## src/rvc_pkg.sv

```systemverilog
// Package with shared types and constants for the RV32I execute block.
package rvc_pkg;

  localparam int unsigned RegCountDef = 32;

  // Memory access codes.
  localparam logic [1:0] AccNone  = 2'd0;
  localparam logic [1:0] AccRead  = 2'd1;
  localparam logic [1:0] AccWrite = 2'd2;

  // Status codes.
  localparam logic [2:0] StOk     = 3'd0;
  localparam logic [2:0] StUnknown = 3'd1;
  localparam logic [2:0] StEcall  = 3'd2;
  localparam logic [2:0] StEbreak = 3'd3;
  localparam logic [2:0] StSeqErr = 3'd4;

  // Major opcodes.
  localparam logic [6:0] OpLui    = 7'h37;
  localparam logic [6:0] OpAuipc  = 7'h17;
  localparam logic [6:0] OpJal    = 7'h6f;
  localparam logic [6:0] OpJalr   = 7'h67;
  localparam logic [6:0] OpBranch = 7'h63;
  localparam logic [6:0] OpLoad   = 7'h03;
  localparam logic [6:0] OpStore  = 7'h23;
  localparam logic [6:0] OpImm    = 7'h13;
  localparam logic [6:0] OpReg    = 7'h33;
  localparam logic [6:0] OpFence  = 7'h0f;
  localparam logic [6:0] OpSystem = 7'h73;

  localparam logic [31:0] InstrEcall  = 32'h0000_0073;
  localparam logic [31:0] InstrEbreak = 32'h0010_0073;

  // Result item as one bundle.
  typedef struct packed {
    logic [1:0]  mem_access;
    logic [31:0] mem_addr;
    logic [1:0]  mem_size;
    logic [31:0] mem_wdata;
    logic [31:0] next_pc;
    logic [4:0]  dest_index;
    logic [31:0] dest_value;
    logic        dest_written;
    logic [2:0]  status;
  } result_t;

endpackage

```

## src/rvc_regfile.sv

```systemverilog
// Register file: synchronous two-read, one-write memory with registered read ports.
module rvc_regfile import rvc_pkg::*; #(
  parameter int unsigned REG_COUNT = RegCountDef
) (
  input  logic        clk,
  input  logic        rd_en,
  input  logic [4:0]  rd_addr_a,
  input  logic [4:0]  rd_addr_b,
  output logic [31:0] rd_data_a,
  output logic [31:0] rd_data_b,
  input  logic        wr_en,
  input  logic [4:0]  wr_addr,
  input  logic [31:0] wr_data
);

  logic [31:0] mem [REG_COUNT];

  // Write port.
  always_ff @(posedge clk) begin
    if (wr_en && (32'(wr_addr) < REG_COUNT)) begin
      mem[wr_addr[$clog2(REG_COUNT)-1:0]] <= wr_data;
    end
  end

  // Registered read ports; the data holds until the next enabled read.
  // Out-of-range reads return zero.
  always_ff @(posedge clk) begin
    if (rd_en) begin
      rd_data_a <= (32'(rd_addr_a) < REG_COUNT) ? mem[rd_addr_a[$clog2(REG_COUNT)-1:0]] : '0;
      rd_data_b <= (32'(rd_addr_b) < REG_COUNT) ? mem[rd_addr_b[$clog2(REG_COUNT)-1:0]] : '0;
    end
  end

endmodule

```

## src/rv32i_integer_core_step.sv

```systemverilog
// Top level of the RV32I execute block with register file, PC and load tracking.
// Each item is held in the execute and output registers in turn: the register
// file is a synchronous memory read in the accept cycle, and the execute stage
// works on the read data the next cycle, with a write-back forwarding path for
// back-to-back dependencies. Throughput is one item per cycle while out_ready
// stays high. A load issues a read request; the following data item completes it.
// Because register contents are undefined after reset, the file is cleared by a
// pass over all REG_COUNT entries after reset, during which no item is accepted.
module rv32i_integer_core_step import rvc_pkg::*; #(
  parameter int unsigned REG_COUNT = RegCountDef
) (
  input  logic        clk,
  input  logic        rst_n,
  input  logic        in_valid,
  output logic        in_ready,
  input  logic        in_req_type,
  input  logic [31:0] in_instr_word,
  input  logic [31:0] in_load_data,
  output logic        out_valid,
  input  logic        out_ready,
  output logic [1:0]  out_mem_access,
  output logic [31:0] out_mem_addr,
  output logic [1:0]  out_mem_size,
  output logic [31:0] out_mem_wdata,
  output logic [31:0] out_next_pc,
  output logic [4:0]  out_dest_index,
  output logic [31:0] out_dest_value,
  output logic        out_dest_written,
  output logic [2:0]  out_status
);

  // Clearing pass state.
  logic        clr_busy_r;
  logic [5:0]  clr_cnt_r;

  // Execute stage registers.
  logic        ex_valid_r;
  logic        ex_req_type_r;
  logic [31:0] ex_instr_r;
  logic [31:0] ex_ldata_r;

  // Architectural control state.
  logic [31:0] pc_r;
  logic        ld_pend_r;
  logic [4:0]  ld_dest_r;
  logic [2:0]  ld_kind_r;

  // Output register.
  logic        out_valid_r;
  result_t     res_r;

  // Last write-back, for forwarding into the stage that reads behind it.
  logic        fw_en_r;
  logic [4:0]  fw_idx_r;
  logic [31:0] fw_val_r;

  logic [31:0] rf_a, rf_b;
  logic        wb_en;
  logic [4:0]  wb_idx;
  logic [31:0] wb_val;
  logic        rf_we;
  logic [4:0]  rf_wa;
  logic [31:0] rf_wd;

  logic        ex_go;
  logic        accept;
  result_t     res;

  // The execute stage may advance when the output register is free or drained.
  assign ex_go    = ex_valid_r && (!out_valid_r || out_ready);
  assign in_ready = !clr_busy_r && (!ex_valid_r || ex_go);
  assign accept   = in_valid && in_ready;

  assign rf_we = clr_busy_r || wb_en;
  assign rf_wa = clr_busy_r ? clr_cnt_r[4:0] : wb_idx;
  assign rf_wd = clr_busy_r ? '0 : wb_val;

  rvc_regfile #(.REG_COUNT(REG_COUNT)) u_rf (
    .clk       (clk),
    .rd_en     (accept),
    .rd_addr_a (in_instr_word[19:15]),
    .rd_addr_b (in_instr_word[24:20]),
    .rd_data_a (rf_a),
    .rd_data_b (rf_b),
    .wr_en     (rf_we),
    .wr_addr   (rf_wa),
    .wr_data   (rf_wd)
  );

  // Execute logic.
  logic [6:0]  opc;
  logic [4:0]  rd, rs1, rs2;
  logic [2:0]  f3;
  logic [6:0]  f7;
  logic [31:0] a, b, immi, imms, immb, immj, immu, alu_b, val, pc4;
  logic        hasdest, alt, take;
  logic [31:0] w;

  function automatic logic [31:0] rd_fix(input logic [4:0] idx, input logic [31:0] mem_v,
                                         input logic fe, input logic [4:0] fi,
                                         input logic [31:0] fv);
    logic [31:0] r;
    if (idx == 5'd0 || 32'(idx) >= REG_COUNT) r = '0;
    else if (fe && fi == idx) r = fv;
    else r = mem_v;
    return r;
  endfunction

  always_comb begin
    w    = ex_instr_r;
    opc  = w[6:0];
    rd   = w[11:7];
    f3   = w[14:12];
    rs1  = w[19:15];
    rs2  = w[24:20];
    f7   = w[31:25];
    a    = rd_fix(rs1, rf_a, fw_en_r, fw_idx_r, fw_val_r);
    b    = rd_fix(rs2, rf_b, fw_en_r, fw_idx_r, fw_val_r);
    immi = {{20{w[31]}}, w[31:20]};
    imms = {{20{w[31]}}, w[31:25], w[11:7]};
    immb = {{19{w[31]}}, w[31], w[7], w[30:25], w[11:8], 1'b0};
    immj = {{11{w[31]}}, w[31], w[19:12], w[20], w[30:21], 1'b0};
    immu = {w[31:12], 12'b0};
    pc4  = pc_r + 32'd4;
    res  = '0;
    res.next_pc = pc_r;
    hasdest = 1'b0;
    val  = '0;
    alt  = 1'b0;
    alu_b = b;
    take = 1'b0;
    wb_en = 1'b0;
    wb_idx = '0;
    wb_val = '0;

    if (ex_req_type_r) begin
      // Load data completion.
      if (!ld_pend_r) begin
        res.status = StSeqErr;
      end else begin
        unique case (ld_kind_r)
          3'd0:    val = {{24{ex_ldata_r[7]}}, ex_ldata_r[7:0]};
          3'd1:    val = {{16{ex_ldata_r[15]}}, ex_ldata_r[15:0]};
          3'd4:    val = {24'b0, ex_ldata_r[7:0]};
          3'd5:    val = {16'b0, ex_ldata_r[15:0]};
          default: val = ex_ldata_r;
        endcase
        hasdest = 1'b1;
        rd = ld_dest_r;
      end
    end else if (ld_pend_r) begin
      res.status = StSeqErr;
    end else begin
      res.next_pc = pc4;
      unique case (opc)
        OpLui:   begin hasdest = 1'b1; val = immu; end
        OpAuipc: begin hasdest = 1'b1; val = pc_r + immu; end
        OpJal:   begin hasdest = 1'b1; val = pc4; res.next_pc = pc_r + immj; end
        OpJalr: begin
          if (f3 != 3'd0) res.status = StUnknown;
          else begin
            hasdest = 1'b1; val = pc4;
            res.next_pc = (a + immi) & ~32'd1;
          end
        end
        OpBranch: begin
          unique case (f3)
            3'd0: take = (a == b);
            3'd1: take = (a != b);
            3'd4: take = ($signed(a) < $signed(b));
            3'd5: take = !($signed(a) < $signed(b));
            3'd6: take = (a < b);
            3'd7: take = (a >= b);
            default: res.status = StUnknown;
          endcase
          if (take) res.next_pc = pc_r + immb;
        end
        OpLoad: begin
          if (f3 == 3'd3 || f3 > 3'd5) res.status = StUnknown;
          else begin
            res.mem_access = AccRead;
            res.mem_addr   = a + immi;
            res.mem_size   = {1'b0, f3[0]} | {f3[1], 1'b0};
          end
        end
        OpStore: begin
          if (f3 > 3'd2) res.status = StUnknown;
          else begin
            res.mem_access = AccWrite;
            res.mem_addr   = a + imms;
            res.mem_size   = f3[1:0];
            res.mem_wdata  = b;
          end
        end
        OpImm: begin
          if ((f3 == 3'd1 && f7 != 7'h00) ||
              (f3 == 3'd5 && f7 != 7'h00 && f7 != 7'h20)) res.status = StUnknown;
          else begin
            hasdest = 1'b1;
            alt = (f3 == 3'd5 && f7 == 7'h20);
            alu_b = immi;
          end
        end
        OpReg: begin
          if (f7 != 7'h00 && !(f7 == 7'h20 && (f3 == 3'd0 || f3 == 3'd5)))
            res.status = StUnknown;
          else begin
            hasdest = 1'b1;
            alt = (f7 == 7'h20);
          end
        end
        OpFence: if (f3 != 3'd0) res.status = StUnknown;
        OpSystem: begin
          if (w == InstrEcall) res.status = StEcall;
          else if (w == InstrEbreak) res.status = StEbreak;
          else res.status = StUnknown;
        end
        default: res.status = StUnknown;
      endcase
      // Shared ALU for the register and immediate groups.
      if (hasdest && (opc == OpImm || opc == OpReg)) begin
        unique case (f3)
          3'd0: val = alt ? a - alu_b : a + alu_b;
          3'd1: val = a << alu_b[4:0];
          3'd2: val = {31'b0, $signed(a) < $signed(alu_b)};
          3'd3: val = {31'b0, a < alu_b};
          3'd4: val = a ^ alu_b;
          3'd5: val = alt ? 32'($signed(a) >>> alu_b[4:0]) : a >> alu_b[4:0];
          3'd6: val = a | alu_b;
          default: val = a & alu_b;
        endcase
      end
    end

    if (hasdest && rd != 5'd0 && 32'(rd) < REG_COUNT) begin
      wb_en = ex_go;
      wb_idx = rd;
      wb_val = val;
      res.dest_written = 1'b1;
      res.dest_index = rd;
      res.dest_value = val;
    end
  end

  // Control state: clearing pass, stage and output valid, forward enable, PC and load tracking.
  always_ff @(posedge clk) begin
    if (!rst_n) begin
      clr_busy_r  <= 1'b1;
      clr_cnt_r   <= '0;
      ex_valid_r  <= 1'b0;
      out_valid_r <= 1'b0;
      pc_r        <= '0;
      ld_pend_r   <= 1'b0;
      ld_dest_r   <= '0;
      ld_kind_r   <= '0;
      fw_en_r     <= 1'b0;
    end else begin
      if (clr_busy_r) begin
        clr_cnt_r <= clr_cnt_r + 6'd1;
        if (32'(clr_cnt_r) == REG_COUNT - 1) clr_busy_r <= 1'b0;
      end
      if (accept) ex_valid_r <= 1'b1;
      else if (ex_go) ex_valid_r <= 1'b0;
      if (ex_go) out_valid_r <= 1'b1;
      else if (out_ready) out_valid_r <= 1'b0;
      // Forward only across an accept so reads see the last write.
      if (accept) fw_en_r <= wb_en;
      if (ex_go) begin
        pc_r <= res.next_pc;
        if (ex_req_type_r) ld_pend_r <= 1'b0;
        else if (res.mem_access == AccRead) begin
          ld_pend_r <= 1'b1;
          ld_dest_r <= rd;
          ld_kind_r <= f3;
        end
      end
    end
  end

  // Payload registers.
  always_ff @(posedge clk) begin
    if (accept) begin
      ex_req_type_r <= in_req_type;
      ex_instr_r    <= in_instr_word;
      ex_ldata_r    <= in_load_data;
      fw_idx_r      <= wb_idx;
      fw_val_r      <= wb_val;
    end
    if (ex_go) res_r <= res;
  end

  assign out_valid        = out_valid_r;
  assign out_mem_access   = res_r.mem_access;
  assign out_mem_addr     = res_r.mem_addr;
  assign out_mem_size     = res_r.mem_size;
  assign out_mem_wdata    = res_r.mem_wdata;
  assign out_next_pc      = res_r.next_pc;
  assign out_dest_index   = res_r.dest_index;
  assign out_dest_value   = res_r.dest_value;
  assign out_dest_written = res_r.dest_written;
  assign out_status       = res_r.status;

endmodule
```

## config.mk

```make
export PLATFORM = sky130hd
export DESIGN_NAME = rv32i_integer_core_step
export DESIGN_NICKNAME = d
export VERILOG_FILES = /design/src/rvc_pkg.sv /design/src/rvc_regfile.sv /design/src/rv32i_integer_core_step.sv
export SDC_FILE = /design/constraint.sdc
export NUM_CORES = 2
export LEC_CHECK = 0
export BUFFER_PORTS_ARGS = -buffer_cell sky130_fd_sc_hd__buf_2
export CAP_MARGIN = 20
export CORE_MARGIN = 2
export CORE_UTILIZATION = 50
export DETAILED_ROUTE_END_ITERATION = 16
export PLACE_DENSITY_LB_ADDON = 0.15
export SKIP_LAST_GASP = 1
export SLEW_MARGIN = 20
export SYNTH_ARGS = -nofsm -noshare
export SYNTH_HDL_FRONTEND = slang
export SYNTH_SLANG_ARGS = --single-unit
```

## constraint.sdc

```tcl
create_clock -name clk -period 9.4 [get_ports clk]
set_clock_uncertainty 0.2 [all_clocks]
set_input_delay 0.94 -clock clk [delete_from_list [all_inputs] [get_ports clk]]
set_output_delay 0.94 -clock clk [all_outputs]
set_load 0.1 [all_outputs]
```

After elaboration in Yosys (flattened, before gate mapping)
Memories as Yosys holds them, arrays and structs flattened. A register that Yosys moved wholly into a read port is not among the register bits.
Cells that the tools add are included.
Word-level totals
  bits in registers: 294
  RAM bits: 1024
  bits of input ports: 69
  output and inout port bits: 143
  logic and storage cells: 197
  memories kept: 1
Memories
  u_rf.mem: words 32, bits a word 32, read ports 2, clocked after Yosys merged registers in 2, write ports 1, line rvc_regfile.sv:16  | logic [31:0] mem [REG_COUNT];
Cells by class
  add/subtract/negate cells: 9
  $lt $le $gt $ge: 7
  equality and inequality tests: 31
  shift operators: 3
  multiplexer cells: 75
  bitwise logic cells: 6
  reductions and logical operators: 42
Operators by type and width (number)
  2-to-1 mux 32 bit: 20
  case mux 32 bit (4 select lines): 2
  case mux 32 bit (7 select lines): 1
  2-to-1 mux 100 bit: 2
  adder 32 bit: 6
  less-than comparator 32 bit: 4
  case mux 32 bit (3 select lines): 1
  case mux 36 bit (2 select lines): 1
  2-to-1 mux 68 bit: 1
  2-to-1 mux 35 bit: 1
  2-to-1 mux 1 bit: 33
  adder 32 x 3 -> 32 bit (second input constant): 1
  bitwise AND 32 bit: 1
  equality test 32 x 21 -> 1 bit (second input constant): 1
  equality test 32 bit: 1
  equality test 32 x 7 -> 1 bit (second input constant): 1
  greater-or-equal comparator 32 bit: 1
  inequality test 32 bit: 1
  bitwise OR 32 bit: 1
  << shifter 32 x 5 -> 32 bit: 1
  >> shifter 32 x 5 -> 32 bit: 1
  >>> shifter 32 x 5 -> 32 bit: 1
  subtractor 32 bit: 1
  bitwise XOR 32 bit: 1
  39 further kinds: 88

Depth between registers and ports, before layout
  depth in word-level cells: 17
  gate-level depth with buffers: 23
  gate-level depth less buffers: 19

Modules after synthesis
Synthesis repeated with hierarchy kept, for this count alone.
Second synthesis, totals
  cell total of the unflattened synthesis: 7451
  area total of the unflattened synthesis: 82181.3 um2
Modules (own cells, without submodules)
  rvc_regfile: times used 1, cells an instance 3450, area each 50681.1 um2, sequential area each 32671.3 um2
  rv32i_integer_core_step: times used 1, cells an instance 4001, area each 31500.2 um2, sequential area each 8318.0 um2

Least setup slack after synthesis
Ideal clock, no wire load.
  kind: register to register
  start: register ex_instr_r[31]
  end: memory u_rf.mem[0][6] (data pin)
  setup time: 0.540 ns
  arrival: 6.772 ns
  data required time: 8.660 ns
  path slack: 1.888 ns
  cell stages (with the launch flop): 22
  buffers on the path: 3
  period minus slack after synthesis: 7.512 ns
  path through: edfxtp_1 nor4_2 a31oi_1 nor3_1 a311oi_2 clkbuf_1 buf_2 clkbuf_1 ha_1 inv_1 fa_1 a21o_1 a31o_2 nor2_1 mux2i_1 nor3_1 a21oi_1 o221a_2 o311ai_0 a221o_1 a21oi_1 nor4_1
On the way
  word-level cells in the longest chain between the ends: 16
  elaborated cells on any way between the ends: 45
  those cells by class: add/sub (2); eq/ne (2); shift (3); mux (24); bitwise (3); reduce/logical (11)
RTL lines
  start, declared: line rv32i_integer_core_step.sv:39  | logic [31:0] ex_instr_r;
  start signal, assigned: line rv32i_integer_core_step.sv:284  | ex_instr_r <= in_instr_word;
  nonzero test 7 bit: line rv32i_integer_core_step.sv:196, rv32i_integer_core_step.sv:197, rv32i_integer_core_step.sv:205
  logical AND 1 bit (2 in series): line rv32i_integer_core_step.sv:197  | (f3 == 3'd5 && f7 != 7'h00 && f7 != 7'h20)) res.status = StUnknown;
  logical OR 1 bit: line rv32i_integer_core_step.sv:196  | if ((f3 == 3'd1 && f7 != 7'h00) ||
  2-to-1 mux 32 bit: line rv32i_integer_core_step.sv:196
  2-to-1 mux 32 bit: line rv32i_integer_core_step.sv:155  | unique case (opc)
  2-to-1 mux 32 bit: line rv32i_integer_core_step.sv:151  | end else if (ld_pend_r) begin
  2-to-1 mux 32 bit: line rv32i_integer_core_step.sv:136  | if (ex_req_type_r) begin
  adder 32 bit (tied with other cells): line rv32i_integer_core_step.sv:223  | 3'd0: val = alt ? a - alu_b : a + alu_b;
  2-to-1 mux 32 bit, on equally long branches: line rv32i_integer_core_step.sv:223, rv32i_integer_core_step.sv:228
  case mux 32 bit (7 select lines): line rv32i_integer_core_step.sv:222  | unique case (f3)
  2-to-1 mux 32 bit: line rv32i_integer_core_step.sv:221  | if (hasdest && (opc == OpImm || opc == OpReg)) begin
  2-to-1 mux 32 bit: line rv32i_integer_core_step.sv:151
  2-to-1 mux 32 bit: line rv32i_integer_core_step.sv:136
  2-to-1 mux 32 bit (*): line rv32i_integer_core_step.sv:235  | if (hasdest && rd != 5'd0 && 32'(rd) < REG_COUNT) begin
  2-to-1 mux 32 bit (*): line rv32i_integer_core_step.sv:76  | assign rf_wd = clr_busy_r ? '0 : wb_val;
  via rf_wd[6]: line rv32i_integer_core_step.sv:63  | logic [31:0] rf_wd;
  end, declared: line rvc_regfile.sv:16
The timed path passes the listed nets; every way through them passes the cells marked *. The select of a mux whose other input is x is not followed.

Final worst setup path
  start: register ex_instr_r[22]
  end: memory u_rf.mem[16][29] (data pin)
On the way
  word-level cells in the longest chain between the ends: 16
  elaborated cells on any way between the ends: 27
  those cells by class: add/sub (3); eq/ne (1); shift (3); mux (15); bitwise (3); reduce/logical (2)
RTL lines
  equality test 5 bit: line rv32i_integer_core_step.sv:104  | else if (fe && fi == idx) r = fv;
  logical AND 1 bit: line rv32i_integer_core_step.sv:104
  2-to-1 mux 32 bit: line rv32i_integer_core_step.sv:104
  2-to-1 mux 32 bit: line rv32i_integer_core_step.sv:103  | if (idx == 5'd0 || 32'(idx) >= REG_COUNT) r = '0;
  2-to-1 mux 32 bit: line rv32i_integer_core_step.sv:196
  2-to-1 mux 32 bit: line rv32i_integer_core_step.sv:155
  2-to-1 mux 32 bit: line rv32i_integer_core_step.sv:151
  2-to-1 mux 32 bit: line rv32i_integer_core_step.sv:136
  adder 32 bit (tied with other cells): line rv32i_integer_core_step.sv:223
  2-to-1 mux 32 bit, on equally long branches: line rv32i_integer_core_step.sv:223, rv32i_integer_core_step.sv:228
  case mux 32 bit (7 select lines): line rv32i_integer_core_step.sv:222
  2-to-1 mux 32 bit (*): line rv32i_integer_core_step.sv:221
  2-to-1 mux 32 bit (*): line rv32i_integer_core_step.sv:151
  2-to-1 mux 32 bit (*): line rv32i_integer_core_step.sv:136
  2-to-1 mux 32 bit (*): line rv32i_integer_core_step.sv:235
  2-to-1 mux 32 bit (*): line rv32i_integer_core_step.sv:76
  via rf_wd[29]: line rv32i_integer_core_step.sv:63
Marked as above.

==> results by group <==
Clocking
  – Clock Tree Root: clkbuf_16
  – Clk_lat worst skew: 820 ps
  – Hold Buf Count CTS: 0
  – Inserted Clock Buffers: 148
  – CTS clock-pin slew for the worst setup and hold paths: 70 ps
  – TritonCTS clock tree: yes
  – # resized after CTS: 0
  – Postcts setup bufs: 0
  – H-tree lvl count: 4
  – Clock sinks: 1382
  – CTS max path bufs: 3

Floorplan
  – Core area: 0.160 mm²
  – Height of the chip: 405 µm
  – Initial core utilization: 50.3%
  – Full die area: 0.164 mm²
  – Die width: 405 µm
  – IO Pins: 212
  – Cell Rows: 147

Timing
  – Slew Viols, Final: 0
  – Slew HR: 20.4%
  – Final setup vio count: 0
  – Post-Route Setup TNS: 0 ps
  – Worst Max-Slew Pin Slew: 1190 ps
  – Achievable Freq: 0.122 GHz
  – Period utilisation layout: 87.4%
  – Hold Fails Final Rpt: 0
  – RSZ-0062 raised after global routing: false
  – Hold WS: 92.5 ps
  – Minimum clock period: 8210 ps

Layout
  – Most frequent cells in the layout: 1331 x edfxtp_1, 646 x mux4_2, 373 x a21oi_1
  – Commonest non-fill, non-tap cell in the layout: edfxtp_1
  – Share of cells above drive strength 1: 25.1%
  – Fill cells: 12900
  – Post-Layout Inst Area: 0.0899 mm²
  – Post-Layout Cell Count: 8471
  – Syn-to-layout area delta: 11.6%
  – Final core utilization: 56.1%
  – Final #Nets: 6488

Synthesis
  – Synth Area per Inst: 13.4 µm²
  – Area leader, netlist: edfxtp_1
  – Yosys reg bits: 1382
  – Post-synth top flop: edfxtp_1
  – Cells after Synth: 6013
  – Post-synthesis sequential area ratio: 50.9%
  – Syn nets: 6311
  – Asr flop ratio synth: 0%
  – Area share of the largest cell type after synthesis: 49.6%
  – Post-synth EDFFs: 1331
  – Unique masters post-synth: 97
  – Mapped cell area: 0.0805 mm²
  – Warnings, synthesis: 0
  – Top post-synthesis cells by area: edfxtp_1 50%, mux4_2 18%, ha_1 3.4%

Power and ir drop
  – Pleak: 0.0295 µW
  – Pwr dens: 145 mW/mm²
  – Peak VDD IR: 0.000205 V

Worst hold path
  – Hold path depth: 1
  – Worst min path class: in2reg

Setup path
  – WP data required: 9650 ps
  – Critical path class: reg2reg
  – FF-to-FF path depth: 19
  – CP max FO: 32
  – CP Capture Type: register
  – Data arrival, critical path: 8460 ps
  – Setup crit start kind: register

Drt
  – Vias/cell: 7.21
  – DR vias: 61000
  – DRC violations left: 0
  – ANT nets after route: 0
  – WL/cell: 39.4 µm
  – TritonRoute pass-1 iters: 12
  – DRT iter0 DRCs: 9307
  – DRT Wirelength: 334000 µm

Global routing
  – Largest net degree at the start of global routing: 117
  – Vias in the first global route: 58000
  – Initial antenna violation count: 23
  – Global-route wire length before repair: 460000 µm
  – GRT Total Usage: 40.3%
  – Total gr overflow: 0

Placement
  – GP Congestion: 1.14
  – Port-buffer cells: 211
  – DP HPWL: 232000 µm
  – Placed insts: 8196
  – Placed cell area: 0.0850 mm²

Flow run
  – Max-cap violation count: 0

Run status
  – Status: completed
## synthesized netlist by cell type, drive strengths merged, types with 59 or more instances
cell type  instances
mux2i            163
buf              130
nand3            107
nor2             412
o22ai             71
clkbuf           285
a21oi            383
inv              158
a21o              74
ha               222
edfxtp          1331
o21ai            334
nand2            373
mux4             646
a211oi            69
nor3              97
mux2             125
nor2b             59
xnor2             92
## per-layer routing
layer  routed length [µm]  GRT usage (%)  vias to the layer above  part of all wire (%)
li1                     -              -                    24600                     -
met1               127000           54.4                    31200                    38
met2               144000           58.7                     4253                    43
met3                38400           10.5                      945                    12
met4                24200           24.3                       16                   7.3
met5                  101         0.0595                        -                 0.030
## worst max-delay path, cell delays in order, from the launching register on
cell and delay [ps]:
edfxtp_1 620, xnor2_1 280, nand4_1 380, nor2_4 500
mux2_2 240, nand2_1 100, o21ai_0 930, ha_1 470
inv_1 120, or3_1 460, and4_1 220, a21oi_1 370
a31oi_1 250, o41a_1 500, nor2_1 120, nor4_1 60
or4b_2 640, a31oi_1 270, buf_4 240, and2_1 830
## final timing paths
kind | start | to | slack (ps)
worst max-delay path | ex_instr_r[22] | u_rf.mem[16][29] | 1190
worst min register to register | pc_r[0] | pc_r[0] | 250
worst max register to register | ex_instr_r[22] | u_rf.mem[16][29] | 1190
worst min-delay path | in_load_data[19] | ex_ldata_r[19] | 90
## power by group
part	leakage, µW	switching, µW	internal, µW
logic	0.0152	316	226
registers	0.0121	20.3	6720
clock network	0.00231	2530	3260
## state kept, by name, summed over array words and instances, names as in the netlist, 6 cells and up
name	count
out_next_pc	32
out_mem_addr	32
out_dest_value	32
ex_ldata_r	32
fw_val_r	32
u_rf.rd_data_b	32
u_rf.mem	1024
ex_instr_r	32
clr_cnt_r	6
out_mem_wdata	32
u_rf.rd_data_a	32
pc_r	32
## area by class of cell
cell class                      instances  area, µm²  share of cell area (%)
Timing Repair Buffer                  442       2960                    3.29
Tap cell                             2160       2700                    3.01
Multi-Input combinational cell       4054      37800                    42.1
Inverter                              162        621                   0.690
Clock inverter                         72        830                   0.923
Sequential cell                      1382      41000                    45.6
Antenna cell                            7       17.5                  0.0195
Clock buffer                          192       3930                    4.37
## logic make-up (layout without fill, tap and decap cells)
| group | count (synthesis) | in the layout | share of synthesized area (%) |
|---|---|---|---|
| mux | 934 | 934 | 21.9 |
| fa+ha+maj | 229 | 229 | 3.62 |
| flops | 1382 | 1382 | 50.9 |
| buf+inv | 577 | 868 | 2.82 |
| compound gates | 1459 | 1459 | 11.8 |
| xor+xnor | 150 | 150 | 1.63 |
| simple gates | 1282 | 1282 | 7.34 |
| other cells | 0 | 7 | 0 |
## stage by stage
| stage | power [µW] | setup slack (ps) |
|---|---|---|
| after floorplan | 7210 | 1890 |
| after global placement | 7400 | 1640 |
| after detailed placement | 7410 | 1490 |
| after CTS | 13100 | 1410 |
| after global routing | 13400 | 967 |
| final | 13100 | 1190 |
Power figures use the tool's default switching activity.
